[config.mk]
export PLATFORM = sky130hd
export DESIGN_NAME = xid_scan_response_parser_top
export DESIGN_NICKNAME = d
export VERILOG_FILES = /design/src/hdl/xidp_pkg.sv /design/src/hdl/xid_scan_response_parser_top.sv /design/src/hdl/xidp_fifo.sv /design/src/hdl/xidp_front.sv /design/src/hdl/xidp_back.sv
export SDC_FILE = /design/constraint.sdc
export NUM_CORES = 1
export LEC_CHECK = 0
export BUFFER_PORTS_ARGS = -buffer_cell sky130_fd_sc_hd__buf_2
export CAP_MARGIN = 10
export CORE_MARGIN = 1.5
export CORE_UTILIZATION = 34
export DETAILED_ROUTE_END_ITERATION = 6
export PLACE_DENSITY = 0.5
export SETUP_SLACK_MARGIN = 0.2
export SYNTH_ARGS = -nofsm -noshare
export SYNTH_HDL_FRONTEND = slang
export SYNTH_HIERARCHICAL = 1
export SYNTH_SLANG_ARGS = --single-unit
[constraint.sdc]
create_clock -name i_clk -period 5.7 [get_ports i_clk]
set_clock_uncertainty 0.05 [all_clocks]
set_input_delay 1.14 -clock i_clk [delete_from_list [all_inputs] [get_ports i_clk]]
set_output_delay 1.14 -clock i_clk [all_outputs]
set_load 0.01 [all_outputs]
[src/hdl/xidp_pkg.sv]
// ----------------------------------------------------------------------------
// xidp_pkg
// Shared types and constants of the device-scan reply parser.
// ----------------------------------------------------------------------------
`default_nettype none

package xidp_pkg;

    localparam int unsigned UID_MAX_DEF = 19;
    localparam int unsigned DESC_DEPTH  = 2;
    localparam int unsigned OUT_DEPTH   = 4;
    localparam int unsigned IDX_W       = 5;

    localparam logic [7:0] FORMAT_BYTE = 8'h81;
    localparam logic [7:0] GROUP_BYTE  = 8'hF0;

    localparam logic [7:0] PID_UID    = 8'd1;
    localparam logic [7:0] PID_TYPE   = 8'd4;
    localparam logic [7:0] PID_VENDOR = 8'd6;

    localparam logic [7:0] CFG_SCAN_ADDR = 8'd0;
    localparam logic [7:0] CFG_XID_CTRL  = 8'd1;

    localparam logic [7:0] SCAN_ADDR_RST = 8'd0;
    localparam logic [7:0] XID_CTRL_RST  = 8'd191;

    typedef struct packed {
        logic        accepted;
        logic        bank;
        logic [7:0]  len;
        logic [7:0]  dev_type;
        logic [15:0] vendor;
    } t_desc;

    typedef struct packed {
        logic       en;
        logic       bank;
        logic [7:0] pos;
        logic [7:0] data;
    } t_uid_wr;

    typedef struct packed {
        logic             accepted;
        logic [7:0]       uid_byte;
        logic [IDX_W-1:0] uid_index;
        logic [IDX_W-1:0] uid_length;
        logic [7:0]       device_type;
        logic [15:0]      vendor_code;
        logic             last_of_run;
    } t_result;

endpackage

`default_nettype wire

[src/hdl/xid_scan_response_parser_top.sv]
// ----------------------------------------------------------------------------
// xid_scan_response_parser_top
// Device-scan reply parser: one information byte per cycle in, a run of
// unique-id results (or one reject) out per frame.
// ----------------------------------------------------------------------------
// Takes one byte per clock while full is low. full rises while the frame
// descriptor queue is full or while both unique-id buffer banks are held by
// runs not yet played out, so a new frame can be parsed while the previous
// run drains. A frame's results pass through the descriptor queue, descriptor
// register, buffer read and output queue and then leave at one per cycle
// while pop is high, a run of uid_length results for an accepted frame and
// a single result for a rejected one. There is no clearing pass after reset.
`default_nettype none

module xid_scan_response_parser_top #(
    parameter int unsigned UID_MAX = xidp_pkg::UID_MAX_DEF
) (
    input  wire logic        i_clk,
    input  wire logic        i_rst_n,
    input  wire logic        push,
    output logic             full,
    input  wire logic [7:0]  i_data_byte,
    input  wire logic        i_last_byte,
    input  wire logic        i_empty_info,
    input  wire logic [7:0]  i_frame_address,
    input  wire logic [7:0]  i_frame_control,
    output logic             empty,
    input  wire logic        pop,
    output logic             o_accepted,
    output logic [7:0]       o_uid_byte,
    output logic [4:0]       o_uid_index,
    output logic [4:0]       o_uid_length,
    output logic [7:0]       o_device_type,
    output logic [15:0]      o_vendor_code,
    output logic             o_last_of_run,
    input  wire logic        i_cfg_valid,
    output logic             o_cfg_ready,
    input  wire logic [7:0]  i_cfg_index,
    input  wire logic [7:0]  i_cfg_data
);

    xidp_pkg::t_desc   w_desc_in, w_desc_out;
    xidp_pkg::t_uid_wr w_uid_wr;
    xidp_pkg::t_result w_result;
    logic              w_desc_push, w_desc_full, w_desc_empty, w_desc_pop;
    logic              w_bank_release;

    assign o_cfg_ready = 1'b1;

    xidp_front #(
        .UID_MAX (UID_MAX)
    ) u_front (
        .i_clk           (i_clk),
        .i_rst_n         (i_rst_n),
        .i_push          (push),
        .o_full          (full),
        .i_data_byte     (i_data_byte),
        .i_last_byte     (i_last_byte),
        .i_empty_info    (i_empty_info),
        .i_frame_address (i_frame_address),
        .i_frame_control (i_frame_control),
        .i_cfg_valid     (i_cfg_valid),
        .i_cfg_index     (i_cfg_index),
        .i_cfg_data      (i_cfg_data),
        .o_desc_push     (w_desc_push),
        .o_desc          (w_desc_in),
        .i_desc_full     (w_desc_full),
        .o_uid_wr        (w_uid_wr),
        .i_bank_release  (w_bank_release)
    );

    xidp_fifo #(
        .W     ($bits(xidp_pkg::t_desc)),
        .DEPTH (xidp_pkg::DESC_DEPTH)
    ) u_desc_q (
        .i_clk   (i_clk),
        .i_rst_n (i_rst_n),
        .i_push  (w_desc_push),
        .i_wdata (w_desc_in),
        .o_full  (w_desc_full),
        .i_pop   (w_desc_pop),
        .o_rdata (w_desc_out),
        .o_empty (w_desc_empty),
        .o_count ()
    );

    xidp_back #(
        .UID_MAX (UID_MAX)
    ) u_back (
        .i_clk          (i_clk),
        .i_rst_n        (i_rst_n),
        .i_uid_wr       (w_uid_wr),
        .i_desc         (w_desc_out),
        .i_desc_empty   (w_desc_empty),
        .o_desc_pop     (w_desc_pop),
        .o_bank_release (w_bank_release),
        .o_empty        (empty),
        .i_pop          (pop),
        .o_result       (w_result)
    );

    assign o_accepted    = w_result.accepted;
    assign o_uid_byte    = w_result.uid_byte;
    assign o_uid_index   = w_result.uid_index;
    assign o_uid_length  = w_result.uid_length;
    assign o_device_type = w_result.device_type;
    assign o_vendor_code = w_result.vendor_code;
    assign o_last_of_run = w_result.last_of_run;

endmodule

`default_nettype wire

[src/hdl/xidp_fifo.sv]
// ----------------------------------------------------------------------------
// xidp_fifo
// Small register queue with occupancy count.
// ----------------------------------------------------------------------------
`default_nettype none

module xidp_fifo #(
    parameter int unsigned W     = 8,
    parameter int unsigned DEPTH = 2
) (
    input  wire logic                       i_clk,
    input  wire logic                       i_rst_n,
    input  wire logic                       i_push,
    input  wire logic [W-1:0]               i_wdata,
    output logic                            o_full,
    input  wire logic                       i_pop,
    output logic [W-1:0]                    o_rdata,
    output logic                            o_empty,
    output logic [$clog2(DEPTH+1)-1:0]      o_count
);

    localparam int unsigned PW = $clog2(DEPTH);
    localparam int unsigned CW = $clog2(DEPTH+1);

    logic [W-1:0]  r_mem [DEPTH];
    logic [PW-1:0] r_wp, r_rp, n_wp, n_rp;
    logic [CW-1:0] r_count, n_count;
    logic          w_push, w_pop;

    assign o_full  = (r_count == CW'(DEPTH));
    assign o_empty = (r_count == '0);
    assign o_count = r_count;
    assign o_rdata = r_mem[r_rp];
    assign w_push  = i_push && !o_full;
    assign w_pop   = i_pop && !o_empty;

    always_comb begin
        n_wp = r_wp;
        n_rp = r_rp;
        if (w_push) begin
            n_wp = (r_wp == PW'(DEPTH-1)) ? '0 : r_wp + PW'(1);
        end
        if (w_pop) begin
            n_rp = (r_rp == PW'(DEPTH-1)) ? '0 : r_rp + PW'(1);
        end
        case ({w_push, w_pop})
            2'b10:   n_count = r_count + CW'(1);
            2'b01:   n_count = r_count - CW'(1);
            default: n_count = r_count;
        endcase
    end

    always_ff @(posedge i_clk) begin
        if (!i_rst_n) begin
            r_wp    <= '0;
            r_rp    <= '0;
            r_count <= '0;
        end else begin
            r_wp    <= n_wp;
            r_rp    <= n_rp;
            r_count <= n_count;
        end
    end

    always_ff @(posedge i_clk) begin
        if (w_push) begin
            r_mem[r_wp] <= i_wdata;
        end
    end

endmodule

`default_nettype wire

[src/hdl/xidp_front.sv]
// ----------------------------------------------------------------------------
// xidp_front
// Byte parser: walks format, group and parameters, captures fields, and
// issues one frame descriptor with the verdict at frame end.
// ----------------------------------------------------------------------------
`default_nettype none

module xidp_front #(
    parameter int unsigned UID_MAX = xidp_pkg::UID_MAX_DEF
) (
    input  wire logic             i_clk,
    input  wire logic             i_rst_n,
    input  wire logic             i_push,
    output logic                  o_full,
    input  wire logic [7:0]       i_data_byte,
    input  wire logic             i_last_byte,
    input  wire logic             i_empty_info,
    input  wire logic [7:0]       i_frame_address,
    input  wire logic [7:0]       i_frame_control,
    input  wire logic             i_cfg_valid,
    input  wire logic [7:0]       i_cfg_index,
    input  wire logic [7:0]       i_cfg_data,
    output logic                  o_desc_push,
    output xidp_pkg::t_desc       o_desc,
    input  wire logic             i_desc_full,
    output xidp_pkg::t_uid_wr     o_uid_wr,
    input  wire logic             i_bank_release
);

    typedef enum logic [2:0] {
        PH_FORMAT,
        PH_GROUP,
        PH_GLEN,
        PH_PID,
        PH_PLEN,
        PH_VALUE,
        PH_ERROR
    } t_phase;

    t_phase      r_phase, n_phase;
    logic [7:0]  r_glen, n_glen;
    logic [8:0]  r_bcnt, n_bcnt;
    logic [7:0]  r_pid, n_pid;
    logic [7:0]  r_vrem, n_vrem;
    logic [7:0]  r_vpos, n_vpos;
    logic [2:0]  r_found, n_found;
    logic [7:0]  r_uid_len, n_uid_len;
    logic [7:0]  r_type_len, n_type_len;
    logic [7:0]  r_vend_len, n_vend_len;
    logic [7:0]  r_type, n_type;
    logic [15:0] r_vend, n_vend;
    logic [7:0]  r_uid0, n_uid0;
    logic [7:0]  r_uid1, n_uid1;
    logic        r_wbank, n_wbank;
    logic [1:0]  r_busy, n_busy;
    logic [7:0]  r_scan_addr, r_xid_ctrl;
    logic        w_accept, w_valid, w_end, w_inc;

    assign o_full   = i_desc_full || (r_busy == 2'd2);
    assign w_accept = i_push && !o_full;
    assign w_end    = w_accept && (i_empty_info || i_last_byte);

    always_comb begin
        n_phase    = r_phase;
        n_glen     = r_glen;
        n_bcnt     = r_bcnt;
        n_pid      = r_pid;
        n_vrem     = r_vrem;
        n_vpos     = r_vpos;
        n_found    = r_found;
        n_uid_len  = r_uid_len;
        n_type_len = r_type_len;
        n_vend_len = r_vend_len;
        n_type     = r_type;
        n_vend     = r_vend;
        n_uid0     = r_uid0;
        n_uid1     = r_uid1;
        n_wbank    = r_wbank;
        w_inc      = 1'b0;
        o_uid_wr   = '{en: 1'b0, bank: r_wbank, pos: r_vpos, data: i_data_byte};
        o_desc     = '0;
        o_desc_push = 1'b0;

        if (w_accept && !i_empty_info) begin
            if ((r_phase == PH_PID) || (r_phase == PH_PLEN) || (r_phase == PH_VALUE)) begin
                n_bcnt = (r_bcnt == 9'd511) ? r_bcnt : r_bcnt + 9'd1;
            end
            case (r_phase)
                PH_FORMAT: begin
                    n_phase = (i_data_byte == xidp_pkg::FORMAT_BYTE) ? PH_GROUP : PH_ERROR;
                end
                PH_GROUP: begin
                    n_phase = (i_data_byte == xidp_pkg::GROUP_BYTE) ? PH_GLEN : PH_ERROR;
                end
                PH_GLEN: begin
                    n_glen  = i_data_byte;
                    n_phase = PH_PID;
                end
                PH_PID: begin
                    n_pid   = i_data_byte;
                    n_phase = PH_PLEN;
                end
                PH_PLEN: begin
                    if (r_pid == xidp_pkg::PID_UID && !r_found[0]) begin
                        n_found[0] = 1'b1;
                        n_uid_len  = i_data_byte;
                    end else if (r_pid == xidp_pkg::PID_TYPE && !r_found[1]) begin
                        n_found[1] = 1'b1;
                        n_type_len = i_data_byte;
                    end else if (r_pid == xidp_pkg::PID_VENDOR && !r_found[2]) begin
                        n_found[2] = 1'b1;
                        n_vend_len = i_data_byte;
                    end else begin
                        n_pid = '0;
                    end
                    n_vrem  = i_data_byte;
                    n_vpos  = '0;
                    n_phase = (i_data_byte == 8'd0) ? PH_PID : PH_VALUE;
                end
                PH_VALUE: begin
                    if (r_pid == xidp_pkg::PID_UID) begin
                        o_uid_wr.en = (r_vpos < 8'(UID_MAX));
                        if (r_vpos == 8'd0) begin
                            n_uid0 = i_data_byte;
                        end
                        if (r_vpos == 8'd1) begin
                            n_uid1 = i_data_byte;
                        end
                    end else if (r_pid == xidp_pkg::PID_TYPE) begin
                        if (r_vpos == 8'd0) begin
                            n_type = i_data_byte;
                        end
                    end else if (r_pid == xidp_pkg::PID_VENDOR) begin
                        if (r_vpos == 8'd0) begin
                            n_vend[15:8] = i_data_byte;
                        end else if (r_vpos == 8'd1) begin
                            n_vend[7:0] = i_data_byte;
                        end
                    end
                    n_vpos = r_vpos + 8'd1;
                    n_vrem = r_vrem - 8'd1;
                    if (n_vrem == 8'd0) begin
                        n_phase = PH_PID;
                    end
                end
                default: begin
                end
            endcase
        end

        w_valid = !i_empty_info
               && (i_frame_address == r_scan_addr)
               && (i_frame_control == r_xid_ctrl)
               && (n_phase == PH_PID)
               && (n_bcnt == {1'b0, n_glen})
               && (n_found == 3'b111)
               && (n_uid_len >= 8'd3)
               && (n_uid_len <= 8'(UID_MAX))
               && (n_type_len == 8'd1)
               && (n_vend_len == 8'd2)
               && (n_uid0 == n_vend[15:8])
               && (n_uid1 == n_vend[7:0]);

        if (w_end) begin
            o_desc_push = 1'b1;
            if (w_valid) begin
                o_desc = '{accepted: 1'b1, bank: r_wbank, len: n_uid_len,
                           dev_type: n_type, vendor: n_vend};
                n_wbank = !r_wbank;
                w_inc   = 1'b1;
            end
            n_phase    = PH_FORMAT;
            n_glen     = '0;
            n_bcnt     = '0;
            n_pid      = '0;
            n_vrem     = '0;
            n_vpos     = '0;
            n_found    = '0;
            n_uid_len  = '0;
            n_type_len = '0;
            n_vend_len = '0;
            n_type     = '0;
            n_vend     = '0;
        end

        case ({w_inc, i_bank_release})
            2'b10:   n_busy = r_busy + 2'd1;
            2'b01:   n_busy = r_busy - 2'd1;
            default: n_busy = r_busy;
        endcase
    end

    always_ff @(posedge i_clk) begin
        if (!i_rst_n) begin
            r_phase     <= PH_FORMAT;
            r_glen      <= '0;
            r_bcnt      <= '0;
            r_pid       <= '0;
            r_vrem      <= '0;
            r_vpos      <= '0;
            r_found     <= '0;
            r_uid_len   <= '0;
            r_type_len  <= '0;
            r_vend_len  <= '0;
            r_type      <= '0;
            r_vend      <= '0;
            r_uid0      <= '0;
            r_uid1      <= '0;
            r_wbank     <= 1'b0;
            r_busy      <= '0;
            r_scan_addr <= xidp_pkg::SCAN_ADDR_RST;
            r_xid_ctrl  <= xidp_pkg::XID_CTRL_RST;
        end else begin
            r_phase    <= n_phase;
            r_glen     <= n_glen;
            r_bcnt     <= n_bcnt;
            r_pid      <= n_pid;
            r_vrem     <= n_vrem;
            r_vpos     <= n_vpos;
            r_found    <= n_found;
            r_uid_len  <= n_uid_len;
            r_type_len <= n_type_len;
            r_vend_len <= n_vend_len;
            r_type     <= n_type;
            r_vend     <= n_vend;
            r_uid0     <= n_uid0;
            r_uid1     <= n_uid1;
            r_wbank    <= n_wbank;
            r_busy     <= n_busy;
            if (i_cfg_valid && i_cfg_index == xidp_pkg::CFG_SCAN_ADDR) begin
                r_scan_addr <= i_cfg_data;
            end
            if (i_cfg_valid && i_cfg_index == xidp_pkg::CFG_XID_CTRL) begin
                r_xid_ctrl <= i_cfg_data;
            end
        end
    end

endmodule

`default_nettype wire

[src/hdl/xidp_back.sv]
// ----------------------------------------------------------------------------
// xidp_back
// Result sequencer: holds the banked unique-id buffer and plays each frame
// descriptor out as a run of results into the output queue.
// ----------------------------------------------------------------------------
`default_nettype none

module xidp_back #(
    parameter int unsigned UID_MAX = xidp_pkg::UID_MAX_DEF
) (
    input  wire logic                 i_clk,
    input  wire logic                 i_rst_n,
    input  wire xidp_pkg::t_uid_wr    i_uid_wr,
    input  wire xidp_pkg::t_desc      i_desc,
    input  wire logic                 i_desc_empty,
    output logic                      o_desc_pop,
    output logic                      o_bank_release,
    output logic                      o_empty,
    input  wire logic                 i_pop,
    output xidp_pkg::t_result         o_result
);

    localparam int unsigned AW = $clog2(UID_MAX);
    localparam int unsigned LW = $clog2(UID_MAX + 1);
    localparam int unsigned CW = $clog2(xidp_pkg::OUT_DEPTH + 1);

    logic [7:0]          r_mem [2][UID_MAX];
    logic [7:0]          r_rd;
    logic                r_act;
    xidp_pkg::t_desc     r_desc;
    logic [LW-1:0]       r_k;
    logic                r_s1_valid;
    xidp_pkg::t_result   r_s1;
    xidp_pkg::t_result   w_out;
    logic [CW-1:0]       w_out_count;
    logic                w_out_full;
    logic                w_issue, w_k_last;

    assign o_desc_pop     = !r_act && !i_desc_empty;
    assign w_issue        = r_act
                         && (({1'b0, w_out_count} + (CW+1)'(r_s1_valid))
                             < (CW+1)'(xidp_pkg::OUT_DEPTH));
    assign w_k_last       = !r_desc.accepted || ((r_k + LW'(1)) == LW'(r_desc.len));
    assign o_bank_release = w_issue && w_k_last && r_desc.accepted;

    always_comb begin
        w_out          = r_s1;
        w_out.uid_byte = r_s1.accepted ? r_rd : 8'd0;
    end

    always_ff @(posedge i_clk) begin
        if (!i_rst_n) begin
            r_act      <= 1'b0;
            r_k        <= '0;
            r_s1_valid <= 1'b0;
        end else begin
            r_s1_valid <= w_issue;
            if (o_desc_pop) begin
                r_act <= 1'b1;
                r_k   <= '0;
            end else if (w_issue) begin
                if (w_k_last) begin
                    r_act <= 1'b0;
                end else begin
                    r_k <= r_k + LW'(1);
                end
            end
        end
    end

    always_ff @(posedge i_clk) begin
        if (o_desc_pop) begin
            r_desc <= i_desc;
        end
        if (w_issue) begin
            r_s1.accepted    <= r_desc.accepted;
            r_s1.uid_byte    <= '0;
            r_s1.uid_index   <= xidp_pkg::IDX_W'(r_k);
            r_s1.uid_length  <= r_desc.len[xidp_pkg::IDX_W-1:0];
            r_s1.device_type <= r_desc.dev_type;
            r_s1.vendor_code <= r_desc.vendor;
            r_s1.last_of_run <= w_k_last;
        end
    end

    always_ff @(posedge i_clk) begin
        if (i_uid_wr.en) begin
            r_mem[i_uid_wr.bank][i_uid_wr.pos[AW-1:0]] <= i_uid_wr.data;
        end
        if (w_issue) begin
            r_rd <= r_mem[r_desc.bank][r_k[AW-1:0]];
        end
    end

    xidp_fifo #(
        .W     ($bits(xidp_pkg::t_result)),
        .DEPTH (xidp_pkg::OUT_DEPTH)
    ) u_out_q (
        .i_clk   (i_clk),
        .i_rst_n (i_rst_n),
        .i_push  (r_s1_valid),
        .i_wdata (w_out),
        .o_full  (w_out_full),
        .i_pop   (i_pop),
        .o_rdata (o_result),
        .o_empty (o_empty),
        .o_count (w_out_count)
    );

    logic w_unused_full;
    assign w_unused_full = w_out_full;

endmodule

`default_nettype wire

==> metrics.md <==
| Metric | Value |
|---|---|
| Status | completed |
| # port buffers | 92 |
| Number of global-route vias before repair | 17800 |
| Mapped Nets | 2110 |
| Final Hold Fails | 0 |
| Capturing point of the worst reg2reg path | u_front/r_busy[1] |
| Buffers & Inverters on Critical Path | 0 |
| CTS resizes | 0 |
| RSZ-0062 raised after global routing | false |
| CTS tree | done |
| Placed wire-length estimate | 46.3 mm |
| Largest net degree at the start of global routing | 56 |
| Synthesized area per cell | 15.3 um2 |
| Fin area | 35800 um2 |
| CP Cell Sequence | nor3_1, and3_1, nand3_1, a2111oi_0, and3_1, nand4_1, or4_1, or2_1, ha_1, or3_1, a21oi_1 |
| Gpl congestion | 0.799 |
| DRT iter0 DRCs | 1307 |
| Number of top-level design ports | 94 |
| Nature of the critical path startpoint | flop |
| Via count | 17700 |
| Slowest cell delay on critical path | 0.67 ns |
| Root Driver | clkbuf_16 |
| Antenna diodes | 0 |
| WL/cell | 21.5 um |
| FF-to-FF path depth | 11 |
| Synthesis Warnings | 6 |
| Total Nets Final | 2212 |
| H-tree depth | 3 |
| Clock Sinks | 769 |
| Starting Density | 0.342 |
| Max_cap viols | 0 |
| Crit Path Class | reg -> reg |
| Post-DP Area | 33000 um2 |
| CP endpoint kind | flop |
| Setup Buffers After CTS | 0 |
| Tmin final | 4.74 ns |
| Die height | 307 um |
| Worst slew margin | 0.236 |
| Worst reg2reg path startpoint | u_front/r_vpos[5] |
| Worst EP arrival | 5.20 ns |
| Finish-stage setup viols | 0 |
| Layout cell share with drive strength beyond 1 | 0.204 |
| Slew @ Worst Pin | 1.14 ns |
| Crit path to | u_front/r_busy[1] |
| Min-Delay Path Class | reg -> reg |
| CP required | 6.17 ns |
| Fillers | 8384 |
| Syn-to-layout area delta | 14.2% |
| Total negative slack | 0 ns |
| Pwr Density | 404 nW/um2 |
| Maximum clock path buffer count | 3 |
| Fin. max-slew vios | 0 |
| Die area | 94000 um2 |
| Met2 Use GR | 0.246 |
| Met1 usage | 0.219 |
| Max Fclk | 0.211 GHz |
| Leak | 11.7 nW |
| Worst Setup SP | u_front/r_vpos[5] |
| Drt via density | 5.19 |
| Rows | 111 |
| Critical path depth | 11 |
| Busiest grt layer | met2 |
| Drt total wl | 73.4 mm |
| Worst-path clk slew | 0.06 ns |
| Total gr overflow | 0 |
| Peak supply drop | 213 uV |
| Tcrit/Tclk final | 0.831 |
| Drt first pass iters | 5 |
| Most numerous cell on the critical path | and3_1 |
| Final ANT Viol Nets | 0 |
| TritonCTS buffer count | 83 |
| Post-CTS Hold Buffers | 0 |
| First-pass GRT wire length | 111 mm |
| Clock latency at the later pin of the worst-skew pair | 0.63 ns |
| Cells after synthesis | 2047 |
| Total GRT Usage | 0.156 |
| Mapped cell area | 31300 um2 |
| Initial antenna violation count | 1 |
| Slowest stage cell, crit path | and3_1 |
| GRT met3 Usage | 0.0278 |
| CP top delay family | simple AND/OR/NAND/NOR gates |
| Flop2flop setup slack | 0.96 ns |
| DRC Markers | 0 |
| Crit Path Max Fanout | 13 |
| Die Width | 307 um |
| Core ar. | 91500 um2 |
layer usage:
layer	share of wire	routed length [um]	vias up
met2	0.47	34200	466
met1	0.45	33400	9002
met5	0.00018	13	-
met3	0.052	3790	129
li1	-	-	8062
met4	0.027	1970	2
registers in the layout, summed over array words and instances (netlist names), 9 cells and up, named ones only:
name                  flops
u_back/r_desc            31
u_front/r_vend           16
u_front/r_bcnt            9
u_back/r_mem            304
u_back/r_s1              36
u_back/u_out_q/r_mem    176
u_desc_q/r_mem           62
layout make-up:
class,instances,area [um2],share of cell area
Clock inverter,43,553,0.0155
Timing Repair Buffer,140,833,0.0233
Multi-Input combinational cell,1125,8980,0.251
Clock buffer,112,2240,0.0625
Tap cell,1186,1480,0.0415
Inverter,30,113,0.00315
Sequential cell,769,21600,0.603
power breakdown:
group / internal (mW) / switching, mW / leakage [nW]
Clock: 3.27 / 2.19 / 1.35
Sequential: 6.67 / 0.305 / 6.88
Combinational: 0.890 / 1.13 / 3.45
Total: 10.8 / 3.63 / 11.7
worst reg2reg max path: stages, from the launching register on:
cell       delay [ns]
dfxtp_1          0.33
nor3_1           0.57
and3_1           0.68
nand3_1          0.43
a2111oi_0        0.60
and3_1           0.23
nand4_1          0.06
or4_1            0.57
or2_1            0.28
ha_1             0.32
or3_1            0.35
a21oi_1          0.14
cells in the final DEF (no fill, tap or decap), types with 26 or more instances in the layout:
cell type    n
nand2_1    138
dfxtp_1    147
edfxtp_1   617
buf_2       92
xor2_1      35
mux2_2      66
buf_4       47
mux2i_1    120
mux4_2      85
xnor2_1     26
nor2_1     181
clkbuf_16   83
inv_1       29
a21oi_1     72
o21ai_0     29
worst min-delay path by stage:
stage	start	to	slack, ns	cells past startpoint
floorplan	u_back/r_desc[9]	u_back/r_s1[10]	0.35	0
global placement	u_back/r_desc[6]	u_back/r_s1[7]	0.36	0
detailed placement	u_back/r_desc[6]	u_back/r_s1[7]	0.36	0
CTS	u_back/r_desc[4]	u_back/r_s1[5]	0.37	0
global route	u_back/r_desc[4]	u_back/r_s1[5]	0.37	0
finish	u_back/r_desc[4]	u_back/r_s1[5]	0.36	0
stage by stage:
stage               setup slack [ns]  hold slack, ns  utilization  cells  total power [mW]
floorplan                      0.883           0.350            -   2047              8.50
global placement               0.617           0.357        0.360   3250              9.14
detailed placement             0.644           0.359        0.360   3250              9.18
CTS                             1.03           0.367        0.391   3405              14.7
global route                   0.719           0.373        0.391   3405              15.1
finish                         0.965           0.363        0.391   3405              14.5
No activity file was read; power rests on OpenSTA's default activity.
